`src/rtl/adc_moving_average_fan_duty_defines.svh`:
```
// Assertion macros shared by the fan duty block.
// Each macro wraps one concurrent property on a clock with a reset that disables it.
`ifndef ADC_MOVING_AVERAGE_FAN_DUTY_DEFINES_SVH
`define ADC_MOVING_AVERAGE_FAN_DUTY_DEFINES_SVH

// Property that must hold at every sampled edge out of reset.
`define AMAFD_ASSERT(lbl, clk, rst, prop, msg) \
   lbl: assert property (@(posedge clk) disable iff (rst) (prop)) else $error(msg);

// Antecedent in one cycle implies consequent in the next.
`define AMAFD_ASSERT_NEXT(lbl, clk, rst, ante, cons, msg) \
   lbl: assert property (@(posedge clk) disable iff (rst) (ante) |=> (cons)) else $error(msg);

`endif

```
`src/rtl/amafd_pkg.sv`:
```
// Types and constants of the moving average fan duty block.
// No dependencies; used by the controller, divider, datapath and top level.
`timescale 1ns / 1ps

package amafd_pkg;

   localparam logic [14:0] TARGET_RESET = 15'd2000;
   // Full scale of 318 degrees over 4096 counts, expressed in hundredths of a degree.
   localparam logic [14:0] TEMP_SCALE   = 15'd31800;
   localparam int          ADC_SHIFT    = 12;
   localparam logic [6:0]  DUTY_GAIN    = 7'd100;
   localparam logic [6:0]  DUTY_MAX     = 7'd100;
   localparam logic [3:0]  PWM_STEP     = 4'd10;

   // The divider produces the 7-bit duty quotient, one bit per step.
   localparam logic [3:0]  DUTY_STEPS   = 4'd7;

   localparam logic [1:0]  DUTY_SEL_ZERO = 2'd0;
   localparam logic [1:0]  DUTY_SEL_MAX  = 2'd1;
   localparam logic [1:0]  DUTY_SEL_QUOT = 2'd2;

   typedef struct packed {
      logic       req_ready;
      logic       update;
      logic       div_start;
      logic       avg_latch;
      logic       diff_calc;
      logic       duty_load;
      logic [1:0] duty_sel;
      logic       out_load;
   } ctrl_cmd_type;

   typedef struct packed {
      logic req_valid;
      logic div_done;
      logic out_blocked;
      logic avg_gt;
      logic duty_clamp;
   } dp_status_type;

endpackage

```
`src/rtl/amafd_if.sv`:
```
// Valid/ready channel interfaces for sample requests and duty results.
// Field widths follow the fixed widths in amafd_pkg.
`timescale 1ns / 1ps

interface amafd_req_if;
   logic        valid;
   logic        ready;
   logic [11:0] adc_sample;

   modport source (output valid, output adc_sample, input ready);
   modport sink   (input valid, input adc_sample, output ready);
endinterface

interface amafd_rsp_if;
   logic        valid;
   logic        ready;
   logic [14:0] average_temperature;
   logic [6:0]  duty_percent;
   logic [9:0]  pwm_compare;

   modport source (output valid, output average_temperature, output duty_percent,
                   output pwm_compare, input ready);
   modport sink   (input valid, input average_temperature, input duty_percent,
                   input pwm_compare, output ready);
endinterface

```
`src/rtl/amafd_ctrl.sv`:
```
// Sequencing state machine of the fan duty block.
// Depends on amafd_pkg for command and status structs and on the assertion macros.
`timescale 1ns / 1ps
`include "adc_moving_average_fan_duty_defines.svh"

module amafd_ctrl (
   input  logic                     clock,
   input  logic                     reset,
   input  amafd_pkg::dp_status_type st,
   output amafd_pkg::ctrl_cmd_type  cmd
);
   import amafd_pkg::*;

   localparam logic [3:0] S_IDLE     = 4'd0;
   localparam logic [3:0] S_UPD      = 4'd1;
   localparam logic [3:0] S_AVG      = 4'd2;
   localparam logic [3:0] S_MUL      = 4'd5;
   localparam logic [3:0] S_DECIDE   = 4'd6;
   localparam logic [3:0] S_DUTY_RUN = 4'd7;
   localparam logic [3:0] S_DUTY_LAT = 4'd8;
   localparam logic [3:0] S_FINISH   = 4'd9;

   logic [3:0] state_ff;
   logic [3:0] state_in;

   always_comb begin
      state_in = state_ff;
      cmd      = '0;
      case (state_ff)
         S_IDLE: begin
            cmd.req_ready = 1'b1;
            if (st.req_valid) begin
               state_in = S_UPD;
            end
         end
         S_UPD: begin
            cmd.update = 1'b1;
            state_in   = S_AVG;
         end
         S_AVG: begin
            cmd.avg_latch = 1'b1;
            state_in      = S_MUL;
         end
         S_MUL: begin
            cmd.diff_calc = 1'b1;
            state_in      = S_DECIDE;
         end
         S_DECIDE: begin
            if (!st.avg_gt) begin
               cmd.duty_load = 1'b1;
               cmd.duty_sel  = DUTY_SEL_ZERO;
               state_in      = S_FINISH;
            end else if (st.duty_clamp) begin
               cmd.duty_load = 1'b1;
               cmd.duty_sel  = DUTY_SEL_MAX;
               state_in      = S_FINISH;
            end else begin
               cmd.div_start = 1'b1;
               state_in      = S_DUTY_RUN;
            end
         end
         S_DUTY_RUN: begin
            if (st.div_done) begin
               state_in = S_DUTY_LAT;
            end
         end
         S_DUTY_LAT: begin
            cmd.duty_load = 1'b1;
            cmd.duty_sel  = DUTY_SEL_QUOT;
            state_in      = S_FINISH;
         end
         S_FINISH: begin
            // Hold the result until the output register can take it.
            if (!st.out_blocked) begin
               cmd.out_load = 1'b1;
               state_in     = S_IDLE;
            end
         end
         default: begin
            state_in = S_IDLE;
         end
      endcase
   end

   always_ff @(posedge clock) begin
      if (reset) begin
         state_ff <= S_IDLE;
      end else begin
         state_ff <= state_in;
      end
   end

   `AMAFD_ASSERT_NEXT(a_accept_to_update, clock, reset, cmd.req_ready && st.req_valid,
                      state_ff == S_UPD, "accepted request did not start the ring update")
   `AMAFD_ASSERT(a_done_in_run, clock, reset,
                 !st.div_done || state_ff == S_DUTY_RUN,
                 "divider finished outside the divide state")
   `AMAFD_ASSERT(a_no_load_blocked, clock, reset, !(cmd.out_load && st.out_blocked),
                 "result loaded over one not yet taken")

endmodule

```
`src/rtl/amafd_div.sv`:
```
// Restoring divider for the duty quotient, one quotient bit per cycle.
// Depends on amafd_pkg for the step count.
`timescale 1ns / 1ps

module amafd_div (
   input  logic        clock,
   input  logic        reset,
   input  logic        start,
   input  logic [14:0] rem_init,
   input  logic [14:0] shift_init,
   input  logic [14:0] divisor,
   output logic        done,
   output logic [14:0] quotient
);
   import amafd_pkg::*;

   logic        busy_ff;
   logic [3:0]  cnt_ff;
   logic [14:0] rem_ff;
   logic [14:0] shift_ff;
   logic [14:0] divisor_ff;

   logic [15:0] rem_sh;
   logic        fits;
   logic [15:0] rem_diff;

   // The caller supplies the dividend with the bits that give zero quotient
   // bits already moved into the partial remainder.
   assign rem_sh   = {rem_ff, shift_ff[14]};
   assign rem_diff = rem_sh - {1'b0, divisor_ff};
   assign fits     = rem_sh >= {1'b0, divisor_ff};

   assign done     = busy_ff && (cnt_ff == 4'd1);
   assign quotient = shift_ff;

   always_ff @(posedge clock) begin
      if (reset) begin
         busy_ff <= 1'b0;
         cnt_ff  <= '0;
      end else if (start) begin
         busy_ff <= 1'b1;
         cnt_ff  <= DUTY_STEPS;
      end else if (busy_ff) begin
         busy_ff <= (cnt_ff != 4'd1);
         cnt_ff  <= cnt_ff - 4'd1;
      end
   end

   always_ff @(posedge clock) begin
      if (start) begin
         rem_ff     <= rem_init;
         shift_ff   <= shift_init;
         divisor_ff <= divisor;
      end else if (busy_ff) begin
         rem_ff   <= fits ? rem_diff[14:0] : rem_sh[14:0];
         shift_ff <= {shift_ff[13:0], fits};
      end
   end

endmodule

```
`src/rtl/amafd_dp.sv`:
```
// Datapath: conversion, ring buffer with running sum, duty arithmetic, result register.
// Depends on amafd_pkg, amafd_if, amafd_div and the assertion macros.
`timescale 1ns / 1ps
`include "adc_moving_average_fan_duty_defines.svh"

module amafd_dp #(
   parameter int WINDOW_LENGTH = 10
) (
   input  logic                     clock,
   input  logic                     reset,
   amafd_req_if.sink                req_chan,
   amafd_rsp_if.source              rsp_chan,
   input  logic                     csr_write_enable,
   input  logic [14:0]              csr_write_data,
   input  amafd_pkg::ctrl_cmd_type  cmd,
   output amafd_pkg::dp_status_type st
);
   import amafd_pkg::*;

   localparam int CLOG_W      = $clog2(WINDOW_LENGTH);
   localparam int IDX_W       = (WINDOW_LENGTH > 1) ? CLOG_W : 1;
   localparam int SUM_W       = 15 + CLOG_W;
   // The average is (sum * RECIP) >> RECIP_SHIFT, which equals the truncated
   // quotient by the window length for every sum below 2**SUM_W.
   localparam int RECIP_SHIFT = SUM_W + CLOG_W;
   localparam int RECIP_W     = SUM_W + 1;
   localparam int AVG_PROD_W  = SUM_W + RECIP_W;
   localparam logic [RECIP_W-1:0] RECIP =
      RECIP_W'((64'd1 << RECIP_SHIFT) / 64'(WINDOW_LENGTH) + 64'd1);

   logic [14:0]              target_ff;
   logic [14:0]              ring_mem [WINDOW_LENGTH];
   logic [WINDOW_LENGTH-1:0] ring_valid_ff;
   logic [IDX_W-1:0]         idx_ff;
   logic [SUM_W-1:0]         sum_ff;
   logic [14:0]              temp_ff;
   logic [14:0]              old_ff;
   logic                     old_valid_ff;
   logic [14:0]              avg_ff;
   logic                     avg_gt_ff;
   logic [21:0]              prod_ff;
   logic [6:0]               duty_ff;
   logic                     rsp_valid_ff;
   logic [14:0]              rsp_avg_ff;
   logic [6:0]               rsp_duty_ff;
   logic [9:0]               rsp_pwm_ff;

   logic                     accept;
   logic [26:0]              temp_prod;
   logic [14:0]              old_entry;
   logic [SUM_W-1:0]         sum_in;
   logic [AVG_PROD_W-1:0]    avg_prod;
   logic [14:0]              diff_c;
   logic [21:0]              prod_c;
   logic [14:0]              div_rem_init;
   logic [14:0]              div_shift_init;
   logic [14:0]              div_divisor;
   logic                     div_done;
   logic [14:0]              div_quot;
   logic [6:0]               duty_quot;
   logic [9:0]               pwm_c;

   assign accept         = req_chan.valid && cmd.req_ready;
   assign req_chan.ready = cmd.req_ready;

   assign temp_prod = 27'(req_chan.adc_sample) * 27'(TEMP_SCALE);
   assign old_entry = old_valid_ff ? old_ff : 15'd0;
   assign sum_in    = sum_ff - SUM_W'(old_entry) + SUM_W'(temp_ff);
   assign avg_prod  = AVG_PROD_W'(sum_ff) * AVG_PROD_W'(RECIP);
   assign diff_c    = avg_ff - target_ff;
   assign prod_c    = 22'(diff_c) * 22'(DUTY_GAIN);

   // A duty quotient reaching 128 is clamped before the divider starts.
   assign div_rem_init   = prod_ff[21:7];
   assign div_shift_init = {prod_ff[6:0], 8'd0};
   assign div_divisor    = target_ff;

   amafd_div u_div (
      .clock      (clock),
      .reset      (reset),
      .start      (cmd.div_start),
      .rem_init   (div_rem_init),
      .shift_init (div_shift_init),
      .divisor    (div_divisor),
      .done       (div_done),
      .quotient   (div_quot)
   );

   assign duty_quot = (div_quot[6:0] > DUTY_MAX) ? DUTY_MAX : div_quot[6:0];
   assign pwm_c     = 10'(duty_ff) * 10'(PWM_STEP);

   assign st.req_valid   = req_chan.valid;
   assign st.div_done    = div_done;
   assign st.out_blocked = rsp_valid_ff && !rsp_chan.ready;
   assign st.avg_gt      = avg_gt_ff;
   assign st.duty_clamp  = prod_ff[21:7] >= target_ff;

   always_ff @(posedge clock) begin
      if (reset) begin
         target_ff     <= TARGET_RESET;
         ring_valid_ff <= '0;
         idx_ff        <= '0;
         sum_ff        <= '0;
         rsp_valid_ff  <= 1'b0;
      end else begin
         if (csr_write_enable) begin
            target_ff <= csr_write_data;
         end
         if (cmd.update) begin
            ring_valid_ff[idx_ff] <= 1'b1;
            sum_ff                <= sum_in;
            idx_ff                <= (idx_ff == IDX_W'(WINDOW_LENGTH - 1)) ?
                                     '0 : idx_ff + IDX_W'(1);
         end
         if (cmd.out_load) begin
            rsp_valid_ff <= 1'b1;
         end else if (rsp_chan.ready) begin
            rsp_valid_ff <= 1'b0;
         end
      end
   end

   always_ff @(posedge clock) begin
      if (cmd.update) begin
         ring_mem[idx_ff] <= temp_ff;
      end
      if (accept) begin
         old_ff <= ring_mem[idx_ff];
      end
   end

   always_ff @(posedge clock) begin
      if (accept) begin
         temp_ff      <= temp_prod[26:ADC_SHIFT];
         old_valid_ff <= ring_valid_ff[idx_ff];
      end
      if (cmd.avg_latch) begin
         avg_ff <= avg_prod[RECIP_SHIFT +: 15];
      end
      if (cmd.diff_calc) begin
         avg_gt_ff <= avg_ff > target_ff;
         prod_ff   <= prod_c;
      end
      if (cmd.duty_load) begin
         case (cmd.duty_sel)
            DUTY_SEL_ZERO: duty_ff <= 7'd0;
            DUTY_SEL_MAX:  duty_ff <= DUTY_MAX;
            DUTY_SEL_QUOT: duty_ff <= duty_quot;
            default:       duty_ff <= 7'd0;
         endcase
      end
      if (cmd.out_load) begin
         rsp_avg_ff  <= avg_ff;
         rsp_duty_ff <= duty_ff;
         rsp_pwm_ff  <= pwm_c;
      end
   end

   assign rsp_chan.valid               = rsp_valid_ff;
   assign rsp_chan.average_temperature = rsp_avg_ff;
   assign rsp_chan.duty_percent        = rsp_duty_ff;
   assign rsp_chan.pwm_compare         = rsp_pwm_ff;

   `AMAFD_ASSERT_NEXT(a_duty_bounded, clock, reset, cmd.duty_load, duty_ff <= DUTY_MAX,
                      "duty above the clamp limit")
   `AMAFD_ASSERT_NEXT(a_cool_zero_duty, clock, reset, cmd.duty_load && !avg_gt_ff,
                      duty_ff == 7'd0, "nonzero duty with average at or below target")
   `AMAFD_ASSERT_NEXT(a_rsp_held, clock, reset, rsp_valid_ff && !rsp_chan.ready,
                      rsp_valid_ff && $stable(rsp_avg_ff) && $stable(rsp_duty_ff),
                      "waiting result changed before it was taken")

endmodule

```
`src/rtl/adc_moving_average_fan_duty.sv`:
```
// Top level of the moving average fan duty block.
// Depends on amafd_pkg, amafd_if, amafd_ctrl and amafd_dp.
//
//   Channel     Direction  Handshake       Payload
//   req_chan    in         valid/ready     adc_sample[11:0]
//   rsp_chan    out        valid/ready     average_temperature[14:0], duty_percent[6:0],
//                                          pwm_compare[9:0]
//   csr_*       in         write enable    target_temperature[14:0]
//
// Requests are taken one at a time: an accepted request passes the update, average,
// multiply and decide states to the finish state when the duty is zero or clamped, and
// also the 7 steps of the one-bit-per-cycle duty divider and its latch when the duty
// quotient is divided out. The average comes from a combinational reciprocal multiply.
// The result register lets a new request enter while the last result waits; a stalled
// result holds the sequencer before it loads the next one. Reset is synchronous: it clears
// the ring valid bits, running sum, index and result valid, and loads the reset target.
`timescale 1ns / 1ps

module adc_moving_average_fan_duty #(
   parameter int WINDOW_LENGTH = 10
) (
   input  logic        clock,
   input  logic        reset,
   amafd_req_if.sink   req_chan,
   amafd_rsp_if.source rsp_chan,
   input  logic        csr_write_enable,
   input  logic [14:0] csr_write_data
);
   import amafd_pkg::*;

   ctrl_cmd_type  cmd;
   dp_status_type st;

   amafd_ctrl u_ctrl (
      .clock (clock),
      .reset (reset),
      .st    (st),
      .cmd   (cmd)
   );

   amafd_dp #(
      .WINDOW_LENGTH (WINDOW_LENGTH)
   ) u_dp (
      .clock            (clock),
      .reset            (reset),
      .req_chan         (req_chan),
      .rsp_chan         (rsp_chan),
      .csr_write_enable (csr_write_enable),
      .csr_write_data   (csr_write_data),
      .cmd              (cmd),
      .st               (st)
   );

endmodule
```
`src/flat_wrapper.sv`:
```
// flat-port wrapper written by rule: the top's interface ports become plain ports
module adc_moving_average_fan_duty_flat import amafd_pkg::*;
#(
   parameter int WINDOW_LENGTH = 10
)
  (clock, reset, csr_write_enable, csr_write_data, req_chan_valid, req_chan_adc_sample, req_chan_ready, rsp_chan_valid, rsp_chan_average_temperature, rsp_chan_duty_percent, rsp_chan_pwm_compare, rsp_chan_ready);
  amafd_req_if req_chan_i ();
  amafd_rsp_if rsp_chan_i ();
  input  logic clock;
  input  logic reset;
  input  logic csr_write_enable;
  input  logic [14:0] csr_write_data;
  input wire logic [$bits(req_chan_i.valid)-1:0] req_chan_valid;
  input wire logic [$bits(req_chan_i.adc_sample)-1:0] req_chan_adc_sample;
  output wire logic [$bits(req_chan_i.ready)-1:0] req_chan_ready;
  output wire logic [$bits(rsp_chan_i.valid)-1:0] rsp_chan_valid;
  output wire logic [$bits(rsp_chan_i.average_temperature)-1:0] rsp_chan_average_temperature;
  output wire logic [$bits(rsp_chan_i.duty_percent)-1:0] rsp_chan_duty_percent;
  output wire logic [$bits(rsp_chan_i.pwm_compare)-1:0] rsp_chan_pwm_compare;
  input wire logic [$bits(rsp_chan_i.ready)-1:0] rsp_chan_ready;
  assign req_chan_i.valid = req_chan_valid;
  assign req_chan_i.adc_sample = req_chan_adc_sample;
  assign req_chan_ready = req_chan_i.ready;
  assign rsp_chan_valid = rsp_chan_i.valid;
  assign rsp_chan_average_temperature = rsp_chan_i.average_temperature;
  assign rsp_chan_duty_percent = rsp_chan_i.duty_percent;
  assign rsp_chan_pwm_compare = rsp_chan_i.pwm_compare;
  assign rsp_chan_i.ready = rsp_chan_ready;
  adc_moving_average_fan_duty #(.WINDOW_LENGTH(WINDOW_LENGTH)) u_core (.clock(clock), .reset(reset), .req_chan(req_chan_i), .rsp_chan(rsp_chan_i), .csr_write_enable(csr_write_enable), .csr_write_data(csr_write_data));
endmodule
```
`config.mk`:
```
export PLATFORM = sky130hd
export DESIGN_NAME = adc_moving_average_fan_duty_flat
export DESIGN_NICKNAME = d
export VERILOG_FILES = /design/src/rtl/amafd_pkg.sv /design/src/rtl/amafd_if.sv /design/src/rtl/amafd_ctrl.sv /design/src/rtl/amafd_div.sv /design/src/rtl/amafd_dp.sv /design/src/rtl/adc_moving_average_fan_duty.sv /design/src/flat_wrapper.sv
export VERILOG_INCLUDE_DIRS = /design/src /design/src/rtl
export SDC_FILE = /design/constraint.sdc
export NUM_CORES = 1
export LEC_CHECK = 0
export BUFFER_PORTS_ARGS = -buffer_cell sky130_fd_sc_hd__buf_2
export CORE_ASPECT_RATIO = 1.2
export CORE_MARGIN = 2
export CORE_UTILIZATION = 50
export CTS_CLUSTER_SIZE = 25
export DETAILED_ROUTE_END_ITERATION = 10
export GPL_TIMING_DRIVEN = 0
export PLACE_DENSITY = 0.76
export SETUP_SLACK_MARGIN = 0.2
export SLEW_MARGIN = 20
export SYNTH_ARGS = -nofsm -noshare
export SYNTH_HDL_FRONTEND = slang
export SYNTH_SLANG_ARGS = --single-unit
```
`constraint.sdc`:
```
create_clock -name clock -period 8.8 [get_ports clock]
set_clock_uncertainty 0.2 [all_clocks]
set_input_delay 0.88 -clock clock [delete_from_list [all_inputs] [get_ports clock]]
set_output_delay 0.88 -clock clock [all_outputs]
set_load 0.02 [all_outputs]
```
# Yosys cells after proc, flatten, opt, wreduce, memory -nomap -nowiden
# Memories as Yosys holds them, arrays and structs flattened. A register that Yosys moved wholly into a read port is not among the register bits.
# Cells that the tools add are included.
# op_classes
n_bitwise,1
n_mux,39
div,0
multipliers,4
add_sub_neg,6
shifts,0
n_lt_le_gt_ge,6
n_eq_ne,15
reduce_logical,10
# op_table
op,n
$mux W15,6
$mul A19 B20 Y38 const B,1
$pmux W4 S8,1
$sub A15 B15 Y15,2
$mul A12 B12 Y24 const B,1
$mux W4,6
$mul A15 B5 Y20 const B,1
$add A19 B15 Y19,1
$sub A19 B15 Y19,1
$mux W1,17
$ge A16 B15 Y1,1
$ge A15 B15 Y1,1
$gt A15 B15 Y1,1
$pmux W7 S2,1
$eq A4 B3 Y1 const B,3
$eq A4 B4 Y1 const B,3
$mux W3,4
$or A10 B10 Y10,1
$mul A7 B3 Y9 const B,1
$eq A4 B1 Y1 const B,2
$gt A7 B7 Y1 const B,1
$mux W7,1
$ne A2 B2 Y1 const B,3
$pmux W3 S2,1
other kinds (16),20
# totals
out_inout_bits,34
latch_bits,0
mem_bits_ro,0
mem_bits_rw,150
memories,1
regBits,193
# mem_list
memory,depth,width,read_ports,rd_clocked_by_memory_dff,write_ports,line_no,source
u_core.u_dp.ring_mem,10,15,1,1,1,amafd_dp.sv:32,logic [14:0] ring_mem [WINDOW_LENGTH];

# Logic depth before layout (Yosys ltp)
# logic_depth
depth_word,6
ltp_mapped,24
mapped_depth_nobuf,24

# Hierarchy
# From an unflattened synthesis, not the netlist that was laid out.
# unflattened
hier_cells,2214
area_unflattened_um2,25653.4
# by_module_without_submodules
mod,area_per_inst_um2,cells_per_inst,instances
amafd_dp,22402.7,1905,1
amafd_div,2929.1,264,1
amafd_ctrl,321.6,45,1

# Least setup slack after synthesis
# No wires, ideal clock.
# synth_timing
path_type,reg-to-reg
from,reg u_core.u_dp.sum_ff[8]
to,reg u_core.u_dp.avg_ff[10] (data pin)
t_required_ps,8342
setup_ps,258
t_arrival_ps,5619
path_buffers,0
path_stages_with_launch,22
path_slack_ps,2723
period_less_slack_ps,6077
path_cell_list,dfxtp_1 -> inv_1 -> ha_1 -> fa_1 -> inv_1 -> fa_1 -> inv_1 -> fa_1 -> inv_1 -> fa_1 -> inv_1 -> fa_1 -> inv_1 -> ha_1 -> a21o_1 -> a311o_1 -> a21oi_1 -> o2111ai_2 -> a31oi_2 -> o21bai_1 -> a211o_1 -> xor2_1
# synth_via
elab_chain_len,1
# synth_lines
element,line_no,source
from (decl),amafd_dp.sv:35,logic [SUM_W-1:0] sum_ff;
from (signal assigned),amafd_dp.sv:111,sum_ff <= sum_in;
$mul A19 B20 Y38,amafd_dp.sv:69,assign avg_prod = AVG_PROD_W'(sum_ff) * AVG_PROD_W'(RECIP);
named net u_core.u_dp.avg_prod[33],amafd_dp.sv:52,logic [AVG_PROD_W-1:0] avg_prod;
to (signal assigned),amafd_dp.sv:138,avg_ff <= avg_prod[RECIP_SHIFT +: 15];
to (decl),amafd_dp.sv:39,logic [14:0] avg_ff;
# The timed path passes the listed nets, and every way through them passes these cells.
# A chain may end at the register's enable or synchronous reset.

# Worst setup path in the final report
# Same ends and word-level chain as after synthesis.

==> summary.md <==
| Metric | Value |
|---|---|
| Via/cell ratio | between 5 and 6 |
| Post-route clock period utilization | between 70 and 80% |
| Critical path's top delay family | adder cells |
| Final setup viols | 0 |
| Top reg by flops | u_core.u_dp.ring_mem |
| Starting Density | around half |
| Net count, final | between 2000 and 3000 |
| Avg WL per Cell | 18.0 um |
| Most frequent cells in the layout | inv_1 (446), ha_1 (332), edfxtp_1 (290) |
| CP max stage delay | around 0.6 ns |
| Slowest CP cell | fa_1 |
| Die height | between 200 and 300 um |
| Initial antenna violation count | 0 |
| Detailed placer's ending HPWL | around 44 mm |
| Clock buffer depth | 3 |
| Initial DRC count | about 1100 |
| PortBufs | 64 |
| Critical Path, Cell by Cell | inv_1, ha_1, fa_1, inv_1, fa_1, inv_1, fa_1, inv_1, fa_1, inv_1, fa_1, inv_1, ha_1, a21o_1, a311o_1, a21oi_1, o2111ai_2, a31oi_2, o21bai_1, a211o_1, xor2_1 |
| Cell variety after synth | 77 |
| Sequential share of the synthesized area | approximately two fifths |
| Final Core Density | 55.8% |
| Minimum clock period | 6.80 ns |
| Core ar. | 50400 um^2 |
| Die Wd | 210 um |
| RSZ-0062 raised after global routing | no |
| Mean Syn Cell Area | 11.4 um^2 |
| GR Layer Usage met1 | roughly 24% |
| CP endpoint kind | flop |
| Layout cells sized above 1 | between 8 and 9% |
| Async SR Flop Fraction | 0% |
| Clock transition at path regs | 0.06 ns |
| Startpoint Class | flop |
| CTS root buf | clkbuf_16 |
| Clock Sinks | between 300 and 400 |
| FMAX | 0.147 GHz |
| Met3 Usage GRT | around 2.6% |
| Leading area contributor after synthesis | edfxtp_1 |
| Actual slew at the worst max-slew pin | around 0.94 ns |
| TritonCTS clock tree | done |
| Status | finished, final reports clean |
| Worst-skew pair later-pin latency | around 0.54 ns |
| # Post-CTS Setup Buffers | 0 |
| Cell count along the critical path | 21 |
| Largest registers | u_core.u_dp.ring_mem: 150 flops, u_core.u_dp.prod_ff: 20 flops, u_core.u_dp.sum_ff: 19 flops |
| Mapped Cells | 2247 |
| Fillers | between 4000 and 5000 |
| Mapped Area | around 26000 um^2 |
| Worst-case reg-to-reg path depth | 21 |
| Vias in the first global route | ~18000 |
| Total I/O pin count | between 60 and 70 |
| Commonest non-fill, non-tap cell in the layout | inv_1 |
| HP Class | reg -> reg |
| WS Path Type | reg -> reg |
| Worst-path maximum fanout | 5 |
| # rows | 90 |
| Worst slew margin | 37.7% |
| Max-slew violations | 0 |
| Gr usage total | around a fifth |
| Pin count of the biggest net entering global routing | 32 |
| Final wirelength | 54.7 mm |
| Hold buffer count at cts | 0 |
| Multi-input gate area in the final layout | approximately 14000 um^2 |
| GRT Max-Usage Layer | met2 |
| Num CTS Buffers | 37 |
| Seq cells post-synth | 356 |
| Most common cell on crit path | inv_1 |
| EDFF count, synth | 290 |
| Reg-to-reg critical path startpoint | u_core.u_dp.sum_ff[8] |
| Final Hold Fails | 0 |
| Routed vias | 16600 |
| Overflow after GRT | 0 |
| Gpl congestion | a little over 0.9 |
| Inserted Diodes | 0 |
| DP Worst Slack | slightly above 2 ns |
| WP buf/inv | 6 |
| Drt pass-1 iters | 6 |
| Setup WS post-layout | 2.00 ns |
| Global-route wire length before repair | 88.8 mm |
| Register area | roughly 10000 um^2 |
| Largest cells by area after synthesis | edfxtp_1 (34%), ha_1 (16%), fa_1 (13%), inv_1 (6.5%), dfxtp_1 (5.2%) |
| Max Cap Viol | 0 |
| Post-synth net total | 2779 |
| H-tree levels | 2 |
| CP endpoint | u_core.u_dp.avg_ff[10] |
| Final ANT Viol Nets | 0 |
| Synth Warn # | 0 |
| Worst EP arrival | ~6.9 ns |
| Grt met2 use | between 40% and 50% |
| Die area | 53000 um^2 |
| Top-area cell type share of the netlist area | roughly 34% |
| P&R area growth vs syn | 10.1% |
| Setup_tns | 0 ns |
| Worst setup path start | u_core.u_dp.sum_ff[8] |
| DRC viols | 0 |
| Req. time, crit path | between 8 and 9 ns |
| Max FFs per register | 150 |
| R2R Path End | u_core.u_dp.avg_ff[10] |
| Ys flop type | edfxtp_1 |
| Reg2reg setup slack | ~2.0 ns |
| Cts repair resizes | 0 |
## per-stage QoR
stage	area, um^2	instances	hold WS (ns)
floorplan	25600	2247	0.208
global placement	26700	2955	0.223
detailed placement	26900	2970	0.223
CTS	28200	3038	0.237
global route	28200	3038	0.249
finish	28200	3038	0.238
## area by class of cell
class                   count  share of cell area [%]
multi-input cells        1392                    48.5
flip-flops and latches    356                    35.6
inverters                 446                    5.94
clock buffers              43                    3.51
well taps                 644                    2.86
repair buffers             79                    1.72
plain buffers              53                   0.982
clock inverters            25                   0.911
## layer usage
metal	wire length [um]	vias up
li1	-	7929
met2	29400	392
met1	21100	8137
met3	2170	117
met5	0	-
met4	2090	0
## synthesized netlist by cell type (16+ instances only)
cell type and instances:
a211oi_1 27, a21o_1 31, a21oi_1 99, and2_1 27, clkbuf_1 33, dfxtp_1 66, edfxtp_1 290, fa_1 168
ha_1 332, inv_1 446, mux2i_1 48, mux4_2 32, nand2_1 103, nand2b_1 16, nand3_1 22, nor2_1 106
nor2b_1 28, nor3_1 26, o21a_1 21, o21ai_0 49, xnor2_1 64, xor2_1 23
## worst reg2reg max path, stage by stage, from the launching register on
cell and delay, ns:
dfxtp_1 0.44, inv_1 0.17, ha_1 0.37, fa_1 0.60
inv_1 0.10, fa_1 0.57, inv_1 0.07, fa_1 0.47
inv_1 0.06, fa_1 0.55, inv_1 0.06, fa_1 0.54
inv_1 0.04, ha_1 0.35, a21o_1 0.17, a311o_1 0.31
a21oi_1 0.21, o2111ai_2 0.25, a31oi_2 0.35, o21bai_1 0.18
a211o_1 0.33, xor2_1 0.14
## cell families (layout without fill, tap and decap cells)
| group | Yosys count | after routing | share of synthesized area, % |
|---|---|---|---|
| compound gates | 324 | 324 | 8.41 |
| xor+xnor | 87 | 87 | 2.98 |
| fa+ha+maj | 500 | 500 | 29.4 |
| buf+inv | 499 | 646 | 7.62 |
| flops | 356 | 356 | 39.2 |
| mux | 80 | 80 | 4.70 |
| other cells | 1 | 1 | 0.0147 |
| simple gates | 400 | 400 | 7.69 |
## worst min-delay path by stage
stage / startpoint / endpoint / slack (ns) / depth (start not counted)
after floorplan: u_core.u_dp.div_divisor[10] / u_core.u_dp.u_div.divisor_ff[10] / 0.21 / 0
after global placement: u_core.u_dp.div_divisor[10] / u_core.u_dp.u_div.divisor_ff[10] / 0.22 / 0
after detailed placement: u_core.u_dp.div_divisor[10] / u_core.u_dp.u_div.divisor_ff[10] / 0.22 / 0
after CTS: u_core.u_dp.div_divisor[10] / u_core.u_dp.u_div.divisor_ff[10] / 0.24 / 0
after global routing: u_core.u_dp.div_divisor[8] / u_core.u_dp.u_div.divisor_ff[8] / 0.25 / 0
final: u_core.u_dp.div_divisor[10] / u_core.u_dp.u_div.divisor_ff[10] / 0.24 / 0
Power is left out: the tool's default activity adds up to more than one toggle a clock period on the data nets, which glitch-free logic cannot reach.
